--- src/hw/rtl/hbu_pkg.sv ---
`timescale 1ns / 1ps
`default_nettype none
// ----------------------------------------------------------------------------
// hbu_pkg - histogram binner shared definitions
// Item kinds, command control word, sequencer states and register indexes.
// ----------------------------------------------------------------------------
package hbu_pkg;

  localparam int HBU_MAX_BINS    = 256;
  localparam int HBU_COUNT_WIDTH = 32;
  localparam int CMD_Q_DEPTH     = 2;
  localparam int CFG_IDX_W       = 2;

  typedef enum logic [1:0] {
    KIND_BIN   = 2'd0,
    KIND_READ  = 2'd1,
    KIND_CLEAR = 2'd2,
    KIND_NOP   = 2'd3
  } kind_t;

  typedef enum logic [CFG_IDX_W-1:0] {
    CFG_LOWER = 2'd0,
    CFG_UPPER = 2'd1,
    CFG_BINS  = 2'd2,
    CFG_SCALE = 2'd3
  } cfg_reg_t;

  typedef enum logic [1:0] {
    ST_SWEEP = 2'd0,
    ST_IDLE  = 2'd1,
    ST_EXEC  = 2'd2
  } back_state_t;

  // control part of a classified command word
  typedef struct packed {
    kind_t kind;
    logic  use_mem;
    logic  outlier;
  } cmd_ctrl_t;

endpackage
`default_nettype wire

--- src/hw/rtl/hbu_cmd_queue.sv ---
`timescale 1ns / 1ps
`default_nettype none
// ----------------------------------------------------------------------------
// hbu_cmd_queue - command queue between intake and bin update
// Small register queue holding classified command words.
// ----------------------------------------------------------------------------
module hbu_cmd_queue #(
  parameter int ADDR_W = 8
) (
  input  wire logic                clk,
  input  wire logic                rst_n,
  input  wire logic                push,
  output logic                     full,
  input  wire hbu_pkg::cmd_ctrl_t  push_ctrl,
  input  wire logic [ADDR_W-1:0]   push_addr,
  input  wire logic                pop,
  output logic                     empty,
  output hbu_pkg::cmd_ctrl_t       head_ctrl,
  output logic [ADDR_W-1:0]        head_addr
);
  import hbu_pkg::*;

  localparam int PTR_W = $clog2(CMD_Q_DEPTH);
  localparam int CNT_W = $clog2(CMD_Q_DEPTH + 1);

  cmd_ctrl_t         ctrl_q [CMD_Q_DEPTH];
  logic [ADDR_W-1:0] addr_q [CMD_Q_DEPTH];
  logic [PTR_W-1:0]  wr_ptr_r;
  logic [PTR_W-1:0]  rd_ptr_r;
  logic [CNT_W-1:0]  count_r;
  logic              do_push;
  logic              do_pop;

  assign full      = count_r == CNT_W'(CMD_Q_DEPTH);
  assign empty     = count_r == '0;
  assign do_push   = push && !full;
  assign do_pop    = pop && !empty;
  assign head_ctrl = ctrl_q[rd_ptr_r];
  assign head_addr = addr_q[rd_ptr_r];

  always_ff @(posedge clk) begin
    if (!rst_n) begin
      wr_ptr_r <= '0;
      rd_ptr_r <= '0;
      count_r  <= '0;
    end else begin
      if (do_push) begin
        wr_ptr_r <= (wr_ptr_r == PTR_W'(CMD_Q_DEPTH - 1)) ? '0 : wr_ptr_r + PTR_W'(1);
      end
      if (do_pop) begin
        rd_ptr_r <= (rd_ptr_r == PTR_W'(CMD_Q_DEPTH - 1)) ? '0 : rd_ptr_r + PTR_W'(1);
      end
      if (do_push && !do_pop) begin
        count_r <= count_r + CNT_W'(1);
      end else if (do_pop && !do_push) begin
        count_r <= count_r - CNT_W'(1);
      end
    end
    if (do_push) begin
      ctrl_q[wr_ptr_r] <= push_ctrl;
      addr_q[wr_ptr_r] <= push_addr;
    end
  end

endmodule
`default_nettype wire

--- config.mk ---
export PLATFORM = sky130hd
export DESIGN_NAME = hbu_cmd_queue
export DESIGN_NICKNAME = d
export VERILOG_FILES = /design/src/hw/rtl/hbu_pkg.sv /design/src/hw/rtl/hbu_cmd_queue.sv
export SDC_FILE = /design/constraint.sdc
export NUM_CORES = 1
export LEC_CHECK = 0
export ABC_AREA = 1
export BUFFER_PORTS_ARGS = -buffer_cell sky130_fd_sc_hd__buf_2
export CORE_AREA = 2 2 59 56
export CTS_BUF_LIST = sky130_fd_sc_hd__clkbuf_4 sky130_fd_sc_hd__clkbuf_8 sky130_fd_sc_hd__clkbuf_16
export CTS_CLUSTER_DIAMETER = 200
export CTS_CLUSTER_SIZE = 10
export DETAILED_ROUTE_END_ITERATION = 12
export DIE_AREA = 0 0 61 58
export REMOVE_ABC_BUFFERS = 1
export SYNTH_ARGS = -nofsm -noshare
export SYNTH_HDL_FRONTEND = slang
export SYNTH_SLANG_ARGS = --single-unit
export TNS_END_PERCENT = 50
--- constraint.sdc ---
create_clock -name clk -period 1.95 [get_ports clk]
set_input_delay 0.195 -clock clk [delete_from_list [all_inputs] [get_ports clk]]
set_output_delay 0.195 -clock clk [all_outputs]
set_load 0.005 [all_outputs]
; Word level (Yosys, flattened, before mapping)
; Memory sizes are Yosys's and may differ from the RTL's. A register that Yosys moved wholly into a read port is not among the register bits.
; Cells that the tools add are included.
[totals]
reg_bits = 4
ram_bits = 24
inputBits = 16
output_inout_bits = 14
wordCells = 30
memories = 2
[memory_table]
columns = memory, depth, word_bits, read_ports, rd_clocked_by_memory_dff, write_ports, line
row1 = addr_q, 2, 8, 1, 1, 1, hbu_cmd_queue.sv:27  ; logic [ADDR_W-1:0] addr_q [CMD_Q_DEPTH];
row2 = ctrl_q, 2, 4, 1, 1, 1, hbu_cmd_queue.sv:26  ; cmd_ctrl_t ctrl_q [CMD_Q_DEPTH];
[op_classes]
n_addsub = 4
n_eq_ne = 1
mux = 10
n_reduce_logical = 10
[op_table]
columns = op, count
row1 = $mux 1, 8
row2 = $logic_and 1x1->1, 4
row3 = $logic_not 1->1, 4
row4 = $mux 2, 2
row5 = $add 1x1->1 const B, 2
row6 = $add 2x1->2 const B, 1
row7 = $eq 2x2->1 const B, 1
row8 = $logic_not 2->1, 1
row9 = $reduce_bool 2->1, 1
row10 = $sub 2x1->2 const B, 1

; Longest topological paths before layout
[depth]
ltp_word = 7
depth_mapped = 10
mapped_depth_nobuf = 10

; Worst setup path before layout
; No wires, ideal clock.
[synth_path]
path_type = reg2reg
from = register count_r[0]
to = memory addr_q[1][0], enable pin
setup_time_ns = 0.380
arrival_time_ns = 1.026
required_ns = 1.570
slack_ns = 0.543
path_stages_with_launch = 3
path_buffers = 0
period_less_slack_ns = 1.407
cell_sequence = dfxtp_1 > o21ai_2 > nor2_1
[synth_between]
elab_chain_len = 5
[synth_lines]
columns = element, line
row1 = from (decl), hbu_cmd_queue.sv:30  ; logic [CNT_W-1:0] count_r;
row2 = from (signal assigned), hbu_cmd_queue.sv:54  ; count_r <= count_r + CNT_W'(1);
row3 = from (signal assigned), hbu_cmd_queue.sv:56  ; count_r <= count_r - CNT_W'(1);
row4 = $eq 2x2->1, hbu_cmd_queue.sv:34  ; assign full = count_r == CNT_W'(CMD_Q_DEPTH);
row5 = $logic_not 1->1, hbu_cmd_queue.sv:36  ; assign do_push = push && !full;
row6 = $logic_and 1x1->1, hbu_cmd_queue.sv:36
row7 = $mux 1, hbu_cmd_queue.sv:59  ; if (do_push) begin
row8 = $mux 1 (not written as such), hbu_cmd_queue.sv:61  ; addr_q[wr_ptr_r] <= push_addr;
row9 = to (decl), hbu_cmd_queue.sv:27
; No other way between the ends.

==> metrics <==
clk buf depth=2; Net Sw Frac=28.2%; Vias/cell=4.45; Final ANT Viol Nets=0; initial core utilization=38.1%; CP Launch Type=flop; sequential area share after synthesis=73.6%; fmax=592 MHz; gr ovfl total=0; Area after DPL=0.00132 mm^2; Synth cell types=15; die height=58 um; syn_area_per_cell=14.9 um^2; Fin Clk Skew=6.41 ps; Synth Register Bits=29; Hold Buf Count CTS=0; DR pass1 iterations=4; outcome=finished, final reports clean; Chip Width=61 um; share of cells above drive strength 1=46.9%; largest net degree at the start of global routing=13; Pwr Density=1180 mW/mm^2; Arrival @ worst endpoint=1500 ps; Die ar.=0.00354 mm^2; setup ws final=259 ps; Clock power frac=21.3%; Worst Hold Class=in -> reg; final wirelength=1850 um; FF-to-FF Start=count_r[1]; area growth from synthesis to layout=23.1%; # Post-CTS Setup Buffers=0; clock-pin slew on the worst setup and hold paths=80 ps; r2r setup slk=510 ps; Worst R2R End=count_r[1]; WL per Instance=11.9 um; fin crit share=86.7%; Slew HR=64.1%; PortBufs=29; Min-Delay Endpoint=addr_q[0][5]; MaxCap Viol Count=0; final setup TNS=0 ps; most frequent cells in the layout=buf_2 (29), edfxtp_1 (24), mux2_2 (12), nor2_1 (10), inv_1 (8); Crit Path Category=reg -> out; part of the power in registers=52.8%; CTS H-tree depth=2; total CTS buffers=5; global-route usage over all layers=12.3%; Num Clock Sinks=29; core area=0.00292 mm^2; Sw Pwr=457 uW; Root Buffer=clkbuf_4; first-pass GRT wire length=2990 um; synth warn=0; Slew @ Worst Pin=537 ps; Final #Nets=129; RSZ-0062 raised after global routing=no; type of destination of the critical path=output port; Gate power share=25.9%; initial antenna violation count=0; GPL Wtd Cong=0.786; Post-CTS Resized=0; worst r2r path cells=9; vias in the first global route=725; final hold violations=0; drt drc=0; Peak supply drop=0.000491 V; # IOs=30; Leak=0.000558 uW; final instance area=0.00137 mm^2; CTS tree=built; via count=690; worst-skew pair later-pin latency=310 ps; Worst Hold Depth=1; Int Pwr=1160 uW; pre-CTS setup slack=528 ps; CP max FO=12; HPWL Detailed=1380 um; row cnt=19; Crit path required time=1750 ps; HP Start=push_addr[5]; Post-Syn Instances=75; Setup-failing EPs final=0; commonest non-fill, non-tap cell in the layout=buf_2; final worst path period need=1690 ps; Post-Syn Area=0.00111 mm^2; First DRT Iteration DRCs=16; fin. max-slew vios=0; # diodes=0
## critical path, stage by stage (launching register included)
cell     delay (ps)
dfxtp_1         660
mux2_2          400
buf_2           130
## cell families (layout without fill, tap and decap cells)
logic type      count (synthesis)  count (layout)  share of synthesized area [%]
fa+ha+maj                       1               1                           1.12
mux                            12              12                           12.1
flops                          29              29                           73.6
buf+inv                        10              48                           4.04
simple gates                   19              19                           6.96
compound gates                  4               4                           2.13
## worst max-delay path by stage
stage                         endpoint  slack [ps]  depth (start not counted)
final                     head_addr[3]         260                          2
after global routing      head_ctrl[0]         170                          2
after CTS                 head_addr[3]         210                          2
after detailed placement    count_r[1]         530                          9
after global placement    head_addr[3]         580                          2
after floorplan           addr_q[1][0]         540                          2
## power groups by stage
| stage | Clock, uW | Combinational (uW) | Sequential, uW |
|---|---|---|---|
| floorplan | 0 | 267 | 851 |
| global placement | 0 | 411 | 865 |
| detailed placement | 0 | 426 | 873 |
| CTS | 365 | 428 | 859 |
| global route | 394 | 481 | 870 |
| finish | 345 | 419 | 856 |
## stage by stage
stage / hold WS [ps] / std cells / utilization (%) / total power, uW
CTS: 47.2 / 155 / 46.9 / 1650
detailed placement: 391 / 147 / 45.0 / 1300
floorplan: 294 / 74 / - / 1120
global placement: 391 / 147 / 45.0 / 1280
finish: 71.4 / 155 / 46.9 / 1620
global route: 40.8 / 155 / 46.9 / 1750
## metal layers
metal  global-route usage [%]  vias up  part of all wire [%]  wire length [um]
met5                        0        -                     0                 0
met4                     7.45        0                   1.8                34
met3                     6.47        4                   7.0               129
met2                     20.3       27                    52               960
met1                     12.0      321                    39               723
li1                         -      338                     -                 -
## cells in the mapped netlist, drive strengths merged
library cell | count | area, um^2
dfxtp | 5 | 100
o21ai | 3 | 18.8
nand4 | 1 | 6.26
nand2 | 6 | 22.5
edfxtp | 24 | 721
ha | 1 | 12.5
nand3 | 1 | 5.00
buf | 1 | 11.3
a21oi | 1 | 5.00
mux2 | 12 | 135
inv | 9 | 33.8
nor2 | 11 | 43.8
## state kept, by name, summed over array words and instances (netlist names), named ones only
name	count
ctrl_q	8
rd_ptr_r	1
wr_ptr_r	1
count_r	2
addr_q	16
## cell type report
| type | instances | area [um^2] |
|---|---|---|
| repair buffers | 31 | 160 |
| flip-flops and latches | 29 | 821 |
| well taps | 42 | 52.6 |
| multi-input cells | 36 | 249 |
| clock inverters | 1 | 3.75 |
| fillers | 281 | 1550 |
| clock buffers | 7 | 52.6 |
| inverters | 9 | 33.8 |
(Power assumes the default switching activity.)
