[config.mk]
export PLATFORM = sky130hd
export DESIGN_NAME = hbu_front
export DESIGN_NICKNAME = d
export VERILOG_FILES = /design/src/hw/rtl/hbu_pkg.sv /design/src/hw/rtl/hbu_front.sv
export SDC_FILE = /design/constraint.sdc
export NUM_CORES = 2
export LEC_CHECK = 0
export BUFFER_PORTS_ARGS = -buffer_cell sky130_fd_sc_hd__buf_2
export CELL_PAD_IN_SITES_DETAIL_PLACEMENT = 1
export CELL_PAD_IN_SITES_GLOBAL_PLACEMENT = 2
export CORE_ASPECT_RATIO = 2
export CORE_MARGIN = 1.5
export CORE_UTILIZATION = 46
export CTS_BUF_LIST = sky130_fd_sc_hd__clkbuf_2 sky130_fd_sc_hd__clkbuf_4 sky130_fd_sc_hd__clkbuf_8
export CTS_CLUSTER_DIAMETER = 50
export CTS_CLUSTER_SIZE = 12
export DETAILED_ROUTE_END_ITERATION = 6
export HOLD_SLACK_MARGIN = 0.03
export PLACE_DENSITY = 0.91
export SYNTH_ARGS = -nofsm -noshare
export SYNTH_HDL_FRONTEND = slang
export SYNTH_SLANG_ARGS = --single-unit
[constraint.sdc]
create_clock -name clk -period 25.9 [get_ports clk]
set_input_delay 5.18 -clock clk [delete_from_list [all_inputs] [get_ports clk]]
set_output_delay 5.18 -clock clk [all_outputs]
set_load 0.05 [all_outputs]
[src/hw/rtl/hbu_pkg.sv]
`timescale 1ns / 1ps
`default_nettype none
// ----------------------------------------------------------------------------
// hbu_pkg - histogram binner shared definitions
// Item kinds, command control word, sequencer states and register indexes.
// ----------------------------------------------------------------------------
package hbu_pkg;

  localparam int HBU_MAX_BINS    = 256;
  localparam int HBU_COUNT_WIDTH = 32;
  localparam int CMD_Q_DEPTH     = 2;
  localparam int CFG_IDX_W       = 2;

  typedef enum logic [1:0] {
    KIND_BIN   = 2'd0,
    KIND_READ  = 2'd1,
    KIND_CLEAR = 2'd2,
    KIND_NOP   = 2'd3
  } kind_t;

  typedef enum logic [CFG_IDX_W-1:0] {
    CFG_LOWER = 2'd0,
    CFG_UPPER = 2'd1,
    CFG_BINS  = 2'd2,
    CFG_SCALE = 2'd3
  } cfg_reg_t;

  typedef enum logic [1:0] {
    ST_SWEEP = 2'd0,
    ST_IDLE  = 2'd1,
    ST_EXEC  = 2'd2
  } back_state_t;

  // control part of a classified command word
  typedef struct packed {
    kind_t kind;
    logic  use_mem;
    logic  outlier;
  } cmd_ctrl_t;

endpackage
`default_nettype wire

[src/hw/rtl/hbu_front.sv]
`timescale 1ns / 1ps
`default_nettype none
// ----------------------------------------------------------------------------
// hbu_front - item intake and classification
// Range check and offset, Q16.16 scale multiply, round and saturate to a bin.
// ----------------------------------------------------------------------------
module hbu_front #(
  parameter int MAX_BINS = 256
) (
  input  wire logic                          clk,
  input  wire logic                          rst_n,
  input  wire logic                          in_push,
  output logic                               in_full,
  input  wire logic [1:0]                    in_kind,
  input  wire logic signed [31:0]            in_sample,
  input  wire logic [7:0]                    in_read_index,
  input  wire logic signed [31:0]            cfg_lower,
  input  wire logic signed [31:0]            cfg_upper,
  input  wire logic [8:0]                    cfg_bin_count,
  input  wire logic [31:0]                   cfg_bin_scale,
  output logic                               q_push,
  input  wire logic                          q_full,
  output hbu_pkg::cmd_ctrl_t                 q_ctrl,
  output logic [$clog2(MAX_BINS)-1:0]        q_addr
);
  import hbu_pkg::*;

  localparam int BIN_W = $clog2(MAX_BINS);
  localparam int NW    = $clog2(MAX_BINS + 1);

  logic [NW-1:0]    bins_used;
  logic [BIN_W-1:0] last_bin;
  logic             advance;
  logic             in_acc;

  logic             s1_v_r;
  kind_t            s1_kind_r;
  logic             s1_outlier_r;
  logic             s1_rd_ok_r;
  logic [31:0]      s1_offset_r;
  logic [7:0]       s1_ridx_r;

  logic             s2_v_r;
  kind_t            s2_kind_r;
  logic             s2_outlier_r;
  logic             s2_rd_ok_r;
  logic [63:0]      s2_prod_r;
  logic [7:0]       s2_ridx_r;

  logic [63:0]      rounded;
  logic [47:0]      idx_full;
  logic [BIN_W-1:0] idx;

  always_comb begin
    if (cfg_bin_count == 9'd0) begin
      bins_used = NW'(1);
    end else if (32'(cfg_bin_count) > 32'(MAX_BINS)) begin
      bins_used = NW'(MAX_BINS);
    end else begin
      bins_used = NW'(cfg_bin_count);
    end
  end

  assign last_bin = BIN_W'(bins_used - NW'(1));

  assign advance = !s2_v_r || !q_full;
  assign in_full = s1_v_r && !advance;
  assign in_acc  = in_push && !in_full;

  // stage 1: range check and offset from lower bound
  always_ff @(posedge clk) begin
    if (!rst_n) begin
      s1_v_r <= 1'b0;
    end else if (!s1_v_r || advance) begin
      s1_v_r <= in_acc;
    end
    if (in_acc) begin
      s1_kind_r    <= kind_t'(in_kind);
      s1_outlier_r <= (in_sample > cfg_upper) || (in_sample < cfg_lower);
      s1_offset_r  <= in_sample - cfg_lower;
      s1_rd_ok_r   <= 32'(in_read_index) < 32'(bins_used);
      s1_ridx_r    <= in_read_index;
    end
  end

  // stage 2: scale multiply
  always_ff @(posedge clk) begin
    if (!rst_n) begin
      s2_v_r <= 1'b0;
    end else if (advance) begin
      s2_v_r <= s1_v_r;
    end
    if (advance && s1_v_r) begin
      s2_kind_r    <= s1_kind_r;
      s2_outlier_r <= s1_outlier_r;
      s2_rd_ok_r   <= s1_rd_ok_r;
      s2_prod_r    <= 64'(s1_offset_r) * 64'(cfg_bin_scale);
      s2_ridx_r    <= s1_ridx_r;
    end
  end

  // round half up, saturate at the last bin in use
  assign rounded  = s2_prod_r + 64'h0000_0000_0000_8000;
  assign idx_full = rounded[63:16];
  assign idx      = (idx_full > 48'(last_bin)) ? last_bin : BIN_W'(idx_full);

  always_comb begin
    q_push       = s2_v_r;
    q_ctrl.kind  = s2_kind_r;
    q_ctrl.outlier = 1'b0;
    q_ctrl.use_mem = 1'b0;
    q_addr       = '0;
    case (s2_kind_r)
      KIND_BIN: begin
        q_ctrl.outlier = s2_outlier_r;
        q_ctrl.use_mem = !s2_outlier_r;
        q_addr         = idx;
      end
      KIND_READ: begin
        q_ctrl.use_mem = s2_rd_ok_r;
        q_addr         = BIN_W'(s2_ridx_r);
      end
      default: begin
        q_ctrl.use_mem = 1'b0;
      end
    endcase
  end

endmodule
`default_nettype wire

## Word level (Yosys, flattened, before mapping)

Index checks and enable logic that the tools add are counted.
W data, S select, Z words.

- Eq/ne operators: 1
- Multipliers: 1
- Reductions and logical operators: 14
- $add $sub $neg: 3
- Bitwise logic cells: 0
- Muxes and demuxes: 6
- Div/mod/pow operators: 0
- Shifts and indexed selects: 0
- $lt $le $gt $ge: 5

Operator list:

| operator | number |
|---|---|
| $add A64 B16 Y64 const B | 1 |
| $mul A32 B32 Y64 | 1 |
| $gt A48 B8 Y1 | 1 |
| $gt A32 B32 Y1 | 1 |
| $lt A32 B32 Y1 | 1 |
| $sub A32 B32 Y32 | 1 |
| $mux W9 | 2 |
| $pmux W8 S2 | 1 |
| $gt A9 B9 Y1 const B | 1 |
| $logic_not A9 Y1 | 1 |
| $lt A8 B9 Y1 | 1 |
| $mux W8 | 1 |
| $sub A8 B1 Y8 const B | 1 |
| $logic_not A1 Y1 | 6 |
| $logic_and A1 B1 Y1 | 3 |
| $logic_or A1 B1 Y1 | 3 |
| $eq A2 B1 Y1 const B | 1 |
| $logic_not A2 Y1 | 1 |
| $pmux W1 S2 | 1 |
| $mux W1 | 1 |

- Bits in latches: 0
- Bits in read-only memories: 0
- Flip-flop bits (word level): 122
- Logic and storage cells: 42
- Bits in writable memories: 0
- Memories: 0

## Logic depth before layout (Yosys ltp)

- Depth after elaboration: 7
- Depth in mapped cells: 27
- Depth with buffers taken out: 25

## Worst setup path after synthesis

Ideal clock, no wire load.

- Path type: input-to-output
- Start point: in cfg_bin_count[8]
- End point: out q_addr[5]
- Path buffers: 2
- Stages: 15
- Arrival time: 8595 ps
- Setup slack: 12125 ps
- Cells stage by stage: clkbuf_1 > nand2b_1 > and2_1 > nand4_1 > or3_1 > a21oi_1 > ha_1 > nand4_1 > or2_2 > o21ai_0 > o311a_1 > nand4_1 > nor4b_4 > buf_6 > o311ai_1

- Cells in the longest elaborated chain, start to end: 7
- Elaborated cells between the ends (all ways): 8

Ends and longest elaborated chain:

| element | RTL line | RTL |
|---|---|---|
| start: declaration | hbu_front.sv:19 | `input wire logic [8:0] cfg_bin_count,` |
| $gt A9 B9 Y1 | hbu_front.sv:57 | `end else if (32'(cfg_bin_count) > 32'(MAX_BINS)) begin` |
| $mux W9 | hbu_front.sv:57 |  |
| $mux W9 (*) | hbu_front.sv:55 | `if (cfg_bin_count == 9'd0) begin` |
| $sub A8 B1 Y8 (*) | hbu_front.sv:64 | `assign last_bin = BIN_W'(bins_used - NW'(1));` |
| $gt A48 B8 Y1 | hbu_front.sv:105 | `assign idx = (idx_full > 48'(last_bin)) ? last_bin : BIN_W'(idx_full);` |
| $mux W8 (*) | hbu_front.sv:105 |  |
| $pmux W8 S2 (*) | hbu_front.sv:113 | `case (s2_kind_r)` |
| end: declaration | hbu_front.sv:24 | `output logic [$clog2(MAX_BINS)-1:0] q_addr` |

Mark *: on every way between the ends. The rest lies on a longest branch, timed or not.

## Final worst setup path

- Start point: in cfg_bin_count[1]
- End point: out q_addr[7]

Same word-level chain as after synthesis.

==> PnR_summary.wiki <==
{| class="wikitable"
! Metric !! Value
|-
| Outcome || completed
|-
| Most common cell after layout, fill and taps aside || inv_1
|-
| # Post-CTS Setup Buffers || 0
|-
| Kind of cell adding the most delay to the critical path || simple AND/OR/NAND/NOR gates
|-
| Final routed wire length divided by cell count || 23.8 um
|-
| Biggest area consumer among synthesized cells || fa_1
|-
| Insertion delay of the later-clocked pin in the worst-skew pair || 0.52 ns
|-
| First-pass iteration count of the detailed router || 7
|-
| Number of vias per cell || 5.60
|-
| Effective utilization at floorplan || 0.464
|-
| Clock Tree Buf Depth || 2
|-
| Quantity of hold-fixing buffers added after cts || 0
|-
| Sequential-to-total area share from yosys stat || 0.0789
|-
| Number of endpoints failing setup at the final stage || 0
|-
| Worst hold path type || flop to flop
|-
| Highest routed layer || met5
|-
| Max-cap violation count || 0
|-
| FF+latch count, synth || 107
|-
| Buffers plus inverters on the worst setup path || 2
|-
| Maximum fanout along the worst path || 16
|-
| Number of nets produced by synthesis || 5767
|-
| Post-synth EDFFs || 105
|-
| Proportion of layout cells with a drive suffix above 1 || 0.0549
|-
| Wire length the detailed router placed on met1 || 40.3 mm
|-
| Overall via count from detail_route || 31100
|-
| Netlist cell types || 72
|-
| Commonest cells after routing, fill and taps aside || 955 x inv_1, 896 x fa_1, 604 x and2_1
|-
| Crit share post-route || 0.560
|-
| Pins Over Slew Limit || 0
|-
| Overall die height || 422 um
|-
| GRT overflow || 0
|-
| Number of design rule violations left after detail routing || 0
|-
| Worst slew slack as a fraction of its limit || 0.307
|-
| Actual transition at the worst max-transition pin || 1.04 ns
|-
| Kind of end point of the critical path || primary output
|-
| Clock buffer count from CTS || 9
|-
| CTS Root Cell || clkbuf_8
|-
| Residual antenna-violating net count after detailed routing || 0
|-
| Post-route clock skew || 0.0342 ns
|-
| Dominant cell type by count on the critical path || nand4_1
|-
| Maximum frequency from static timing analysis || 0.0690 GHz
|-
| Yosys synthesis warning count || 0
|-
| Share of flip-flops with an asynchronous set or reset || 0
|-
| Routed length on met3 || 5.13 mm
|-
| Synth area leaders || fa_1 44%, ha_1 11%, and2_1 9.3%
|-
| Sum of negative setup slack || 0 ns
|-
| Syn Std Cell Area || 40500 um^2
|-
| Via count of the first global-routing pass || 37100
|-
| Clock tree from TritonCTS || done
|-
| Number of violations reported at the end of detailed-routing iteration 0 || 1268
|-
| Final weighted congestion in routability-driven placement || 0.876
|-
| Overall die area || 89800 um^2
|-
| Final number of hold-violating endpoints || 0
|-
| Number of buffers inserted by port buffering || 164
|-
| All-Layer GR Usage || 0.309
|-
| Required @ worst endpoint || 20.72 ns
|-
| Avg Inst Size Synth || 9.24 um^2
|-
| Most frequently used flop master after synthesis || edfxtp_1
|-
| Endpoint arrival time on the critical path || 9.32 ns
|-
| Clock tree sinks || 107
|-
| Post-CTS clock slew at the launch and capture registers of the worst setup and hold paths || 0.13 ns
|-
| Global-route wire length before repair || 205 mm
|-
| H-Tree Depth || 3
|-
| Largest net degree at the start of global routing || 62
|-
| I/O pin count || 165
|-
| Area share of the largest cell type after synthesis || 0.443
|-
| Std-Cell Rows || 153
|-
| Final Net Count || 5774
|-
| Instance count of the mapped netlist || 4379
|-
| Critical path cell sequence || buf_2 -> nor4_1 -> a21oi_1 -> or2_2 -> ha_1 -> nand4_1 -> xnor2_1 -> ha_1 -> nand4_1 -> or2_2 -> o21ai_0 -> o311a_1 -> nand4_1 -> nor4b_4 -> nand3b_1 -> o311ai_1 -> buf_2
|-
| Total detailed-routing wirelength || 133 mm
|-
| Initial antenna violation count || 9
|-
| Slowest cell on the critical path || nor4b_4
|-
| Resize count post-CTS || 0
|-
| Startpoint Class || input pin
|-
| X dimension of the die || 213 um
|-
| Min Clock Period, post-route || 14.50 ns
|-
| Unrepaired setup endpoints after global routing || no
|-
| Maximum single-stage delay on the critical path || 0.75 ns
|-
| Detailed placer's ending HPWL || 106 mm
|-
| Met2 routed WL || 74.1 mm
|-
| Critical Setup Path Class || input pin to primary output
|-
| Total core area || 87100 um^2
|-
| Area Overhead vs Synth || 5.02%
|}
## cell type report
cell class              count  area, um^2
diodes                      5        12.5
clock buffers              10         131
clock inverters             6        83.8
fillers                 10200       44600
inverters                 955        3580
multi-input cells        3107       32900
flip-flops and latches    107        3190
well taps                1162        1450
repair buffers            206        1140
## sequential cells by signal, indices dropped and copies added (netlist names)
signal / flops
s1_ridx_r: 8
s1_offset_r: 32
s1_rd_ok_r: 1
s2_rd_ok_r: 1
s2_ridx_r: 8
s1_outlier_r: 1
s2_outlier_r: 1
s1_v_r: 1
q_push: 1
s2_kind_r: 2
s1_kind_r: 2
s2_prod_r: 49
## per-stage QoR
stage | util | instance area [um^2] | setup WS (ns) | hold WS, ns | cells
final | 0.488 | 42500 | 11.40 | 0.435 | 5558
after global routing | 0.488 | 42500 | 11.16 | 0.447 | 5555
after CTS | 0.488 | 42500 | 11.43 | 0.437 | 5553
after detailed placement | 0.485 | 42300 | 11.44 | 0.406 | 5537
after global placement | 0.485 | 42300 | 11.55 | 0.402 | 5537
after floorplan | - | 40500 | 12.13 | 0.400 | 4379
## worst reg2reg max path: stages, from the launching register on
cell and delay (ns):
edfxtp_1 1.05, buf_4 0.44, nand2_1 0.15, fa_1 0.54
fa_1 0.57, fa_1 0.53, fa_1 0.52, inv_1 0.07
fa_1 0.60, fa_1 0.48, fa_1 0.50, inv_1 0.05
fa_1 0.61, inv_1 0.08, ha_1 0.44, and3_1 0.27
and3_1 0.20, nand2_1 0.10, nor3_1 0.17, o21ai_0 0.17
a31oi_1 0.31, o21ai_1 0.23, and4b_1 0.28, or4_1 0.51
## synth_stat cells, types with 5 or more instances
master / count
a2111oi_0: 5
a211o_1: 9
a211oi_1: 14
a21boi_0: 5
a21o_1: 59
a21oi_1: 104
a311oi_1: 5
a31oi_1: 11
and2_1: 604
and3_1: 25
and4_1: 7
clkbuf_1: 205
edfxtp_1: 105
fa_1: 896
ha_1: 341
inv_1: 955
mux2i_1: 7
nand2_1: 511
nand2b_1: 15
nand3_1: 41
nand3b_1: 10
nand4_1: 39
nor2_1: 76
nor2b_1: 11
nor3_1: 28
nor3b_1: 7
nor4_1: 7
o211ai_1: 12
o21a_1: 14
o21ai_0: 47
o21bai_1: 13
o311ai_1: 7
o31ai_1: 6
or2_2: 9
or3_1: 9
xnor2_1: 61
xor2_1: 36
## layer usage
layer | GRT usage | up-vias
li1 | - | 13200
met5 | 0 | -
met2 | 0.587 | 1016
met4 | 0.269 | 4
met1 | 0.279 | 16300
met3 | 0.0433 | 597
## worst paths after layout
path | slack [ns] | cells after the start | end | from
setup / recovery | 11.40 | 17 | q_addr[7] | cfg_bin_count[1]
hold / removal | 0.44 | 0 | s2_ridx_r[2] | s1_ridx_r[2]
setup reg to reg | 16.80 | 23 | s2_prod_r[60] | s1_offset_r[28]
hold reg to reg | 0.44 | 0 | s2_ridx_r[2] | s1_ridx_r[2]
## cell families after synthesis
| family | after synthesis | synth area share |
|---|---|---|
| adder cells (fa/ha/maj) | 1237 | 0.549 |
| AO/OA/AOI/OAI | 347 | 0.0567 |
| buffers and inverters | 1165 | 0.109 |
| multiplexers | 11 | 0.00285 |
| AND/OR/NAND/NOR | 1415 | 0.183 |
| XOR/XNOR | 97 | 0.0210 |
| flip-flops | 107 | 0.0789 |
Power is left out: the tool's default activity adds up to more than one toggle a clock period on the data nets, which glitch-free logic cannot reach.
